**src/rtl/uvdc_pkg.sv**
```systemverilog
// Shared widths and constants of the UTF-8 validate, decode and count block.
package uvdc_pkg;

    localparam int UVDC_COUNT_BITS = 16;
    localparam int UVDC_CP_W       = 21;
    localparam int UVDC_CNT_W      = 16;
    localparam int UVDC_LEN_W      = 3;
    localparam int UVDC_PEND_W     = 2;

    // Start byte ranges
    localparam logic [7:0] UVDC_B2_LO = 8'hC2;
    localparam logic [7:0] UVDC_B2_HI = 8'hDF;
    localparam logic [7:0] UVDC_B3_LO = 8'hE0;
    localparam logic [7:0] UVDC_B3_HI = 8'hEF;
    localparam logic [7:0] UVDC_B4_LO = 8'hF0;
    localparam logic [7:0] UVDC_B4_HI = 8'hF4;

    // Sequence lengths
    localparam logic [UVDC_LEN_W-1:0] UVDC_LEN_NONE = 3'd0;
    localparam logic [UVDC_LEN_W-1:0] UVDC_LEN_2    = 3'd2;
    localparam logic [UVDC_LEN_W-1:0] UVDC_LEN_3    = 3'd3;
    localparam logic [UVDC_LEN_W-1:0] UVDC_LEN_4    = 3'd4;

    // Scalar value limits
    localparam logic [UVDC_CP_W-1:0] UVDC_MIN_3   = 21'h000800;
    localparam logic [UVDC_CP_W-1:0] UVDC_MIN_4   = 21'h010000;
    localparam logic [UVDC_CP_W-1:0] UVDC_SURR_LO = 21'h00D800;
    localparam logic [UVDC_CP_W-1:0] UVDC_SURR_HI = 21'h00DFFF;
    localparam logic [UVDC_CP_W-1:0] UVDC_CP_MAX  = 21'h10FFFF;

endpackage

```
**src/rtl/uvdc_if.sv**
```systemverilog
// Stream interfaces: raw bytes in, decoded results out.
interface uvdc_in_if import uvdc_pkg::*; ();
    logic       valid;
    logic       ready;
    logic [7:0] data_byte;
    logic       last_byte;

    modport source (output valid, output data_byte, output last_byte, input ready);
    modport sink   (input valid, input data_byte, input last_byte, output ready);
endinterface

interface uvdc_out_if import uvdc_pkg::*; ();
    logic                  valid;
    logic                  ready;
    logic [UVDC_CP_W-1:0]  scalar_value;
    logic                  point_ready;
    logic                  string_done;
    logic                  string_ok;
    logic [UVDC_CNT_W-1:0] point_total;
    logic [UVDC_CNT_W-1:0] byte_count;

    modport source (
        output valid, output scalar_value, output point_ready, output string_done,
        output string_ok, output point_total, output byte_count, input ready
    );
    modport sink (
        input valid, input scalar_value, input point_ready, input string_done,
        input string_ok, input point_total, input byte_count, output ready
    );
endinterface

```
**src/rtl/utf8_validate_decode_count_top.sv**
```systemverilog
// Top level of the streaming strict UTF-8 validator, decoder and counter.
// Path: a byte passes through one input register and then one result register before
//   its result shows at the output.
// Throughput: one byte per clock unless stalled; the input register frees whenever the
//   result register moves on, so a byte can be taken while a finished result waits.
// Reset: synchronous, active low; clears both valid flags and all per-string decode state.
module utf8_validate_decode_count_top import uvdc_pkg::*; #(
    parameter int COUNT_BITS = UVDC_COUNT_BITS
) (
    input  logic        i_clk,
    input  logic        i_rst_n,
    uvdc_in_if.sink     i_str,
    uvdc_out_if.source  o_res
);

    localparam logic [COUNT_BITS-1:0] TallyOne = COUNT_BITS'(1);

    // Input register: holds one byte until the decoder can pass its result on
    logic       r_in_valid;
    logic [7:0] r_in_byte;
    logic       r_in_last;

    // Per-string decode state
    logic [UVDC_PEND_W-1:0] r_pending,   n_pending;
    logic [UVDC_LEN_W-1:0]  r_seq_len,   n_seq_len;
    logic [UVDC_CP_W-1:0]   r_partial,   n_partial;
    logic                   r_err,       n_err;
    logic [COUNT_BITS-1:0]  r_pt_tally,  n_pt_tally;
    logic [COUNT_BITS-1:0]  r_by_tally,  n_by_tally;

    // Result register
    logic                  r_out_valid;
    logic [UVDC_CP_W-1:0]  r_cp,       n_cp;
    logic                  r_ready_pt, n_ready_pt;
    logic                  r_done;
    logic                  r_ok,       n_ok;
    logic [UVDC_CNT_W-1:0] r_char_cnt;
    logic [UVDC_CNT_W-1:0] r_byte_cnt;

    logic                 w_adv;
    logic [UVDC_CP_W-1:0] w_value;
    logic                 w_bad;
    logic [COUNT_BITS-1:0] w_by_inc;
    logic [COUNT_BITS-1:0] w_pt_inc;

    // The held byte moves on when the result register is empty or being emptied
    assign w_adv       = r_in_valid && (!r_out_valid || o_res.ready);
    assign i_str.ready = !r_in_valid || w_adv;

    // Saturating increments: stop at all ones
    assign w_by_inc = (&r_by_tally) ? r_by_tally : r_by_tally + TallyOne;

    // Value after appending this continuation byte's six bits
    assign w_value = {r_partial[UVDC_CP_W-7:0], r_in_byte[5:0]};

    // Strict checks on a completed multi-byte sequence
    always_comb begin
        w_bad = 1'b0;
        if (r_seq_len == UVDC_LEN_3 && w_value < UVDC_MIN_3) begin
            w_bad = 1'b1;
        end
        if (r_seq_len == UVDC_LEN_4 && w_value < UVDC_MIN_4) begin
            w_bad = 1'b1;
        end
        if (w_value inside {[UVDC_SURR_LO:UVDC_SURR_HI]}) begin
            w_bad = 1'b1;
        end
        if (w_value > UVDC_CP_MAX) begin
            w_bad = 1'b1;
        end
    end

    // Decode one byte against the open sequence
    always_comb begin
        n_pending  = r_pending;
        n_seq_len  = r_seq_len;
        n_partial  = r_partial;
        n_err      = r_err;
        n_cp       = '0;
        n_ready_pt = 1'b0;

        if (!r_err) begin
            if (r_pending == '0) begin
                if (!r_in_byte[7]) begin
                    // Plain ASCII completes at once
                    n_cp       = UVDC_CP_W'(r_in_byte);
                    n_ready_pt = 1'b1;
                end else if (r_in_byte inside {[UVDC_B2_LO:UVDC_B2_HI]}) begin
                    n_seq_len = UVDC_LEN_2;
                    n_pending = 2'd1;
                    n_partial = UVDC_CP_W'(r_in_byte[4:0]);
                end else if (r_in_byte inside {[UVDC_B3_LO:UVDC_B3_HI]}) begin
                    n_seq_len = UVDC_LEN_3;
                    n_pending = 2'd2;
                    n_partial = UVDC_CP_W'(r_in_byte[3:0]);
                end else if (r_in_byte inside {[UVDC_B4_LO:UVDC_B4_HI]}) begin
                    n_seq_len = UVDC_LEN_4;
                    n_pending = 2'd3;
                    n_partial = UVDC_CP_W'(r_in_byte[2:0]);
                end else begin
                    // Stray continuation, overlong two-byte lead or lead above F4
                    n_err = 1'b1;
                end
            end else if (r_in_byte[7:6] != 2'b10) begin
                n_err = 1'b1;
            end else begin
                n_partial = w_value;
                n_pending = r_pending - 2'd1;
                if (r_pending == 2'd1) begin
                    if (w_bad) begin
                        n_err = 1'b1;
                    end else begin
                        n_cp       = w_value;
                        n_ready_pt = 1'b1;
                    end
                    n_partial = '0;
                    n_seq_len = UVDC_LEN_NONE;
                end
            end
        end

        w_pt_inc   = (&r_pt_tally) ? r_pt_tally : r_pt_tally + TallyOne;
        n_pt_tally = n_ready_pt ? w_pt_inc : r_pt_tally;
        n_by_tally = w_by_inc;
        n_ok       = r_in_last && !n_err && (n_pending == '0);
    end

    // Input register
    always_ff @(posedge i_clk) begin
        if (!i_rst_n) begin
            r_in_valid <= 1'b0;
        end else if (i_str.valid && i_str.ready) begin
            r_in_valid <= 1'b1;
        end else if (w_adv) begin
            r_in_valid <= 1'b0;
        end
        if (i_str.valid && i_str.ready) begin
            r_in_byte <= i_str.data_byte;
            r_in_last <= i_str.last_byte;
        end
    end

    // Decode state: advance per byte, clear after the last byte of a string
    always_ff @(posedge i_clk) begin
        if (!i_rst_n) begin
            r_pending  <= '0;
            r_seq_len  <= UVDC_LEN_NONE;
            r_partial  <= '0;
            r_err      <= 1'b0;
            r_pt_tally <= '0;
            r_by_tally <= '0;
        end else if (w_adv) begin
            if (r_in_last) begin
                r_pending  <= '0;
                r_seq_len  <= UVDC_LEN_NONE;
                r_partial  <= '0;
                r_err      <= 1'b0;
                r_pt_tally <= '0;
                r_by_tally <= '0;
            end else begin
                r_pending  <= n_pending;
                r_seq_len  <= n_seq_len;
                r_partial  <= n_partial;
                r_err      <= n_err;
                r_pt_tally <= n_pt_tally;
                r_by_tally <= n_by_tally;
            end
        end
    end

    // Result register: hold while the sink stalls
    always_ff @(posedge i_clk) begin
        if (!i_rst_n) begin
            r_out_valid <= 1'b0;
        end else if (w_adv) begin
            r_out_valid <= 1'b1;
        end else if (o_res.ready) begin
            r_out_valid <= 1'b0;
        end
        if (w_adv) begin
            r_cp       <= n_cp;
            r_ready_pt <= n_ready_pt;
            r_done     <= r_in_last;
            r_ok       <= n_ok;
            // Tallies show masked or widened to the port width
            r_char_cnt <= UVDC_CNT_W'(n_pt_tally);
            r_byte_cnt <= UVDC_CNT_W'(n_by_tally);
        end
    end

    assign o_res.valid        = r_out_valid;
    assign o_res.scalar_value = r_cp;
    assign o_res.point_ready  = r_ready_pt;
    assign o_res.string_done  = r_done;
    assign o_res.string_ok    = r_ok;
    assign o_res.point_total  = r_char_cnt;
    assign o_res.byte_count   = r_byte_cnt;

endmodule

```
**src/flat_wrapper.sv**
```systemverilog
// flat-port wrapper written by rule: the top's interface ports become plain ports
module utf8_validate_decode_count_top_flat import uvdc_pkg::*;
#(
    parameter int COUNT_BITS = UVDC_COUNT_BITS
)
  (i_clk, i_rst_n, i_str_valid, i_str_data_byte, i_str_last_byte, i_str_ready, o_res_valid, o_res_scalar_value, o_res_point_ready, o_res_string_done, o_res_string_ok, o_res_point_total, o_res_byte_count, o_res_ready);
  uvdc_in_if i_str_i ();
  uvdc_out_if o_res_i ();
  input  logic i_clk;
  input  logic i_rst_n;
  input wire logic [$bits(i_str_i.valid)-1:0] i_str_valid;
  input wire logic [$bits(i_str_i.data_byte)-1:0] i_str_data_byte;
  input wire logic [$bits(i_str_i.last_byte)-1:0] i_str_last_byte;
  output wire logic [$bits(i_str_i.ready)-1:0] i_str_ready;
  output wire logic [$bits(o_res_i.valid)-1:0] o_res_valid;
  output wire logic [$bits(o_res_i.scalar_value)-1:0] o_res_scalar_value;
  output wire logic [$bits(o_res_i.point_ready)-1:0] o_res_point_ready;
  output wire logic [$bits(o_res_i.string_done)-1:0] o_res_string_done;
  output wire logic [$bits(o_res_i.string_ok)-1:0] o_res_string_ok;
  output wire logic [$bits(o_res_i.point_total)-1:0] o_res_point_total;
  output wire logic [$bits(o_res_i.byte_count)-1:0] o_res_byte_count;
  input wire logic [$bits(o_res_i.ready)-1:0] o_res_ready;
  assign i_str_i.valid = i_str_valid;
  assign i_str_i.data_byte = i_str_data_byte;
  assign i_str_i.last_byte = i_str_last_byte;
  assign i_str_ready = i_str_i.ready;
  assign o_res_valid = o_res_i.valid;
  assign o_res_scalar_value = o_res_i.scalar_value;
  assign o_res_point_ready = o_res_i.point_ready;
  assign o_res_string_done = o_res_i.string_done;
  assign o_res_string_ok = o_res_i.string_ok;
  assign o_res_point_total = o_res_i.point_total;
  assign o_res_byte_count = o_res_i.byte_count;
  assign o_res_i.ready = o_res_ready;
  utf8_validate_decode_count_top #(.COUNT_BITS(COUNT_BITS)) u_core (.i_clk(i_clk), .i_rst_n(i_rst_n), .i_str(i_str_i), .o_res(o_res_i));
endmodule
```
**config.mk**
```make
export PLATFORM = sky130hd
export DESIGN_NAME = utf8_validate_decode_count_top_flat
export DESIGN_NICKNAME = d
export VERILOG_FILES = /design/src/rtl/uvdc_pkg.sv /design/src/rtl/uvdc_if.sv /design/src/rtl/utf8_validate_decode_count_top.sv /design/src/flat_wrapper.sv
export SDC_FILE = /design/constraint.sdc
export NUM_CORES = 1
export LEC_CHECK = 0
export ABC_CLOCK_PERIOD_IN_PS = 3900
export BUFFER_PORTS_ARGS = -buffer_cell sky130_fd_sc_hd__buf_2
export CAP_MARGIN = 20
export CORE_MARGIN = 2
export CORE_UTILIZATION = 52
export CTS_CLUSTER_SIZE = 10
export DETAILED_ROUTE_END_ITERATION = 10
export PLACE_DENSITY = 0.72
export SYNTH_ARGS = -nofsm -noshare
export SYNTH_HDL_FRONTEND = slang
export SYNTH_SLANG_ARGS = --single-unit
```
**constraint.sdc**
```tcl
create_clock -name i_clk -period 3.9 [get_ports i_clk]
set_clock_uncertainty 0.05 [all_clocks]
set_input_delay 0.78 -clock i_clk [delete_from_list [all_inputs] [get_ports i_clk]]
set_output_delay 0.78 -clock i_clk [all_outputs]
set_load 0.05 [all_outputs]
```
==> metrics.log <==
INFO  metric gr-usage-met2 = 33.56%
INFO  metric crit_path_arrival_time = 3170 ps
INFO  metric dr.first_iter.drc_count = 170
INFO  metric synth.lib_cells_used.distinct = 70
INFO  metric layout.cells.most_common = sky130_fd_sc_hd__buf_2
INFO  metric grtUsageMet3 = 5.932%
INFO  metric min_period = between 2000 and 3000 ps
INFO  metric first_global_vias = around 4k
INFO  metric core = 10370 um2
INFO  metric clock_root_buffer = sky130_fd_sc_hd__clkbuf_8
INFO  metric slew_violations = 0
INFO  metric vdd_ir_drop_max = between 0.2 and 0.3 mV
INFO  metric finalWeightedCongestion = slightly above 0.9
INFO  metric share_of_the_clock_period_used_by_the_worst_path = between 70% and 80%
INFO  metric detail_route.wl_per_cell = ~16 um
INFO  metric rsz_0062_raised_after_global_routing = no
INFO  metric antenna_found_initial = 0
INFO  metric post_cts_buffers = 0
INFO  metric number_of_antenna_cells_inserted = 0
INFO  metric power_density = about 450 nW/um2
INFO  metric timing.final.hold_violations = 0
INFO  metric path_max_fanout = 14
INFO  metric post_route_antenna_net_violation_count = 0
INFO  metric floorplan.rows = 37
INFO  metric remaining_drc_errors = 0
INFO  metric sequential_to_total_area_share_from_yosys_stat = 54.75%
INFO  metric criticalPathCategory = reg -> reg
INFO  metric syn_area_per_cell = roughly 11 um2
INFO  metric maximum_number_of_pins_on_one_net_before_global_route_repair = 65
INFO  metric drt_wl_total = 12180 um
INFO  metric synth.net_count = around 540
INFO  metric cts_inserted_buffers = 17
INFO  metric worstSetupEndpointType = flip-flop
INFO  metric cts_tree = done
INFO  metric setup_viol_count_final = 0
INFO  metric final_util = 62.37%
INFO  metric num-fill-cells = 897
INFO  metric floorplan.io_pins = a little over 70
INFO  metric layout.cells.most_common_list = sky130_fd_sc_hd__buf_2, sky130_fd_sc_hd__edfxtp_1, sky130_fd_sc_hd__dfxtp_1, sky130_fd_sc_hd__nand2_1, sky130_fd_sc_hd__nand3_1
INFO  metric use_met1 = between 20% and 30%
INFO  metric synth-edff-count = 65
INFO  metric yosysWarningCount = 0
INFO  metric h-tree-depth = 4
INFO  metric number_of_standard_cells_after_synthesis = 525
INFO  metric fin_tns_setup = 0 ps
INFO  metric overflow = 0
INFO  metric run_status = finished, final reports clean
INFO  metric detail_route.first_pass.iterations = 5
INFO  metric cts_resized = 0
INFO  metric hold_path_depth = 1
INFO  metric detailroute.via_count = approximately 4.4k
INFO  metric fp.dieH = 107.6 um
INFO  metric rr_worst_depth = 8
INFO  metric ys_ff_latch = 120
INFO  metric cp.required = between 4000 and 5000 ps
INFO  metric drv.max_cap_violation_count = 0
INFO  metric whs = 376.7 ps
INFO  metric worstSkewPairLatency = 530 ps
INFO  metric static-leakage-power = around 2.4 nW
INFO  metric max-slew-margin-rel = 45.48%
INFO  metric worst_pin_slew = between 800 and 900 ps
INFO  metric areaGrowthSynthToFinish = 15.97%
INFO  metric die_w = around 110 um
INFO  metric postPlaceCellArea = about 6000 um2
INFO  metric clk_path_buf_depth = 2
INFO  metric grt_first_pass_wirelength = between 15000 and 20000 um
INFO  metric cts.clk_slew.worst_paths = approximately 60 ps
INFO  metric cts.sink_count = 120
INFO  metric layout_nets = 611
INFO  metric area_of_the_mapped_netlist = ~5600 um2
INFO  metric hold_buffers = 0
INFO  metric fmax = ~360 MHz
INFO  metric async_set_or_reset_flop_fraction_in_the_synthesized_netlist = 0%
INFO  metric die_area = ~12000 um2
INFO  metric dominantRegCellSynth = sky130_fd_sc_hd__edfxtp_1
INFO  metric min_path_type = in -> reg
INFO  metric finish.instance_area = 6467 um2
INFO  metric post_route_cells_drive_above_1_share = between 20 and 25%
INFO  metric detailedPlacementHpwl = 7896 um
INFO  metric grt-busiest-layer = met2
INFO  metric globalRouteTotalUtil = between 20% and 30%
INFO  metric initial_core_util = 53.78%
INFO  metric timing.critical_path.from_type = flip-flop
INFO  metric viasPerCell = a little under 6
INFO  metric io_buffers = 70
-- Yosys cell counts (2+ instances only) --
library cell | instances | area share, %
sky130_fd_sc_hd__or3_1 | 8 | 0.90
sky130_fd_sc_hd__edfxtp_1 | 65 | 35
sky130_fd_sc_hd__buf_2 | 6 | 0.54
sky130_fd_sc_hd__nor2b_1 | 8 | 0.90
sky130_fd_sc_hd__clkbuf_1 | 15 | 1.0
sky130_fd_sc_hd__inv_1 | 15 | 1.0
sky130_fd_sc_hd__mux2_2 | 4 | 0.81
sky130_fd_sc_hd__a21oi_1 | 20 | 1.8
sky130_fd_sc_hd__o211ai_1 | 4 | 0.54
sky130_fd_sc_hd__o211a_1 | 2 | 0.36
sky130_fd_sc_hd__a32o_1 | 7 | 1.3
sky130_fd_sc_hd__o31a_1 | 2 | 0.31
sky130_fd_sc_hd__a311o_1 | 2 | 0.36
sky130_fd_sc_hd__nand2b_1 | 4 | 0.45
sky130_fd_sc_hd__or4_1 | 4 | 0.54
sky130_fd_sc_hd__or2_2 | 2 | 0.22
sky130_fd_sc_hd__xor2_1 | 7 | 1.1
sky130_fd_sc_hd__and2_1 | 15 | 1.7
sky130_fd_sc_hd__dfxtp_1 | 55 | 20
sky130_fd_sc_hd__a22oi_1 | 6 | 0.81
sky130_fd_sc_hd__clkbuf_8 | 5 | 1.2
sky130_fd_sc_hd__o41ai_1 | 2 | 0.31
sky130_fd_sc_hd__and3_1 | 8 | 0.90
sky130_fd_sc_hd__xnor2_1 | 16 | 2.5
sky130_fd_sc_hd__o21ai_0 | 21 | 1.9
sky130_fd_sc_hd__nor4_1 | 6 | 0.67
sky130_fd_sc_hd__nor3_1 | 11 | 0.99
sky130_fd_sc_hd__a2bb2oi_1 | 3 | 0.47
sky130_fd_sc_hd__o31ai_1 | 5 | 0.67
sky130_fd_sc_hd__nand2_1 | 51 | 3.4
sky130_fd_sc_hd__nor2_1 | 31 | 2.1
sky130_fd_sc_hd__nand4_1 | 9 | 1.0
sky130_fd_sc_hd__ha_1 | 4 | 0.90
sky130_fd_sc_hd__and4_1 | 7 | 1.1
sky130_fd_sc_hd__a22o_1 | 7 | 1.1
sky130_fd_sc_hd__and3_2 | 4 | 0.54
sky130_fd_sc_hd__o21a_1 | 4 | 0.54
sky130_fd_sc_hd__a21o_1 | 2 | 0.27
sky130_fd_sc_hd__nand3_1 | 33 | 3.0
sky130_fd_sc_hd__a31oi_1 | 15 | 1.7
-- layout make-up --
type / count / area (um2) / area share, %
Sequential cell: 120 / 3053 / 47.20
Inverter: 16 / 60.06 / 0.9286
Tap cell: 136 / 170.2 / 2.631
Clock inverter: 6 / 26.28 / 0.4063
Multi-Input combinational cell: 361 / 2293 / 35.46
Clock buffer: 25 / 454.2 / 7.023
Timing Repair Buffer: 78 / 410.4 / 6.346
-- stage by stage --
step                setup WS, ps  std cells  total power [mW]
floorplan                  198.6        525             1.594
CTS                         1144        742             2.933
global placement            1209        711             1.649
finish                      1127        742             2.919
global route               958.1        742             3.008
detailed placement          1167        711             1.653
-- critical path, cell delays in order (launching register included) --
cell	delay, ps
sky130_fd_sc_hd__dfxtp_1	330
sky130_fd_sc_hd__inv_1	100
sky130_fd_sc_hd__ha_1	400
sky130_fd_sc_hd__nand2b_1	160
sky130_fd_sc_hd__nor2_2	310
sky130_fd_sc_hd__nor3_2	140
sky130_fd_sc_hd__or3_4	490
sky130_fd_sc_hd__or4_1	530
sky130_fd_sc_hd__a31oi_1	170
-- metal layers --
metal | share of wire (%) | routed length (um)
met1 | 44 | 5381
met2 | 47 | 5681
met3 | 6.8 | 833
met4 | 2.3 | 282
met5 | 0 | 0
-- report_power, final --
group	switching, mW	internal [mW]	total, mW
Sequential	0.0206	1.37	1.39
Clock	0.509	0.781	1.29
Combinational	0.186	0.0524	0.238
Total	0.715	2.20	2.92
-- sequential cells by signal, indices dropped and copies added, names as in the netlist, 3 cells and up --
register                   count
u_core.o_res.scalar_value     21
u_core.r_seq_len               3
u_core.r_pt_tally             16
u_core.r_partial              15
u_core.r_by_tally             16
u_core.r_in_byte               8
u_core.o_res.byte_count       16
u_core.o_res.point_total      16
-- logic make-up after synthesis --
group / after synthesis / synth area share, %
AO/OA/AOI/OAI: 116 / 14.81
XOR/XNOR: 23 / 3.612
adder cells (fa/ha/maj): 4 / 0.8975
buffers and inverters: 44 / 4.128
flip-flops: 120 / 54.75
multiplexers: 5 / 0.9872
AND/OR/NAND/NOR: 213 / 20.82
-- final timing paths --
path / slack [ps] / end / startpoint
worst min register to register: 430 / u_core.r_partial[9] / u_core.r_partial[3]
worst max-delay path: 1130 / u_core.r_pt_tally[7] / u_core.r_pending[0]
worst max register to register: 1130 / u_core.r_pt_tally[7] / u_core.r_pending[0]
worst min-delay path: 380 / u_core.r_in_byte[0] / i_str_data_byte[0]
No activity file was read; power rests on OpenSTA's default activity.
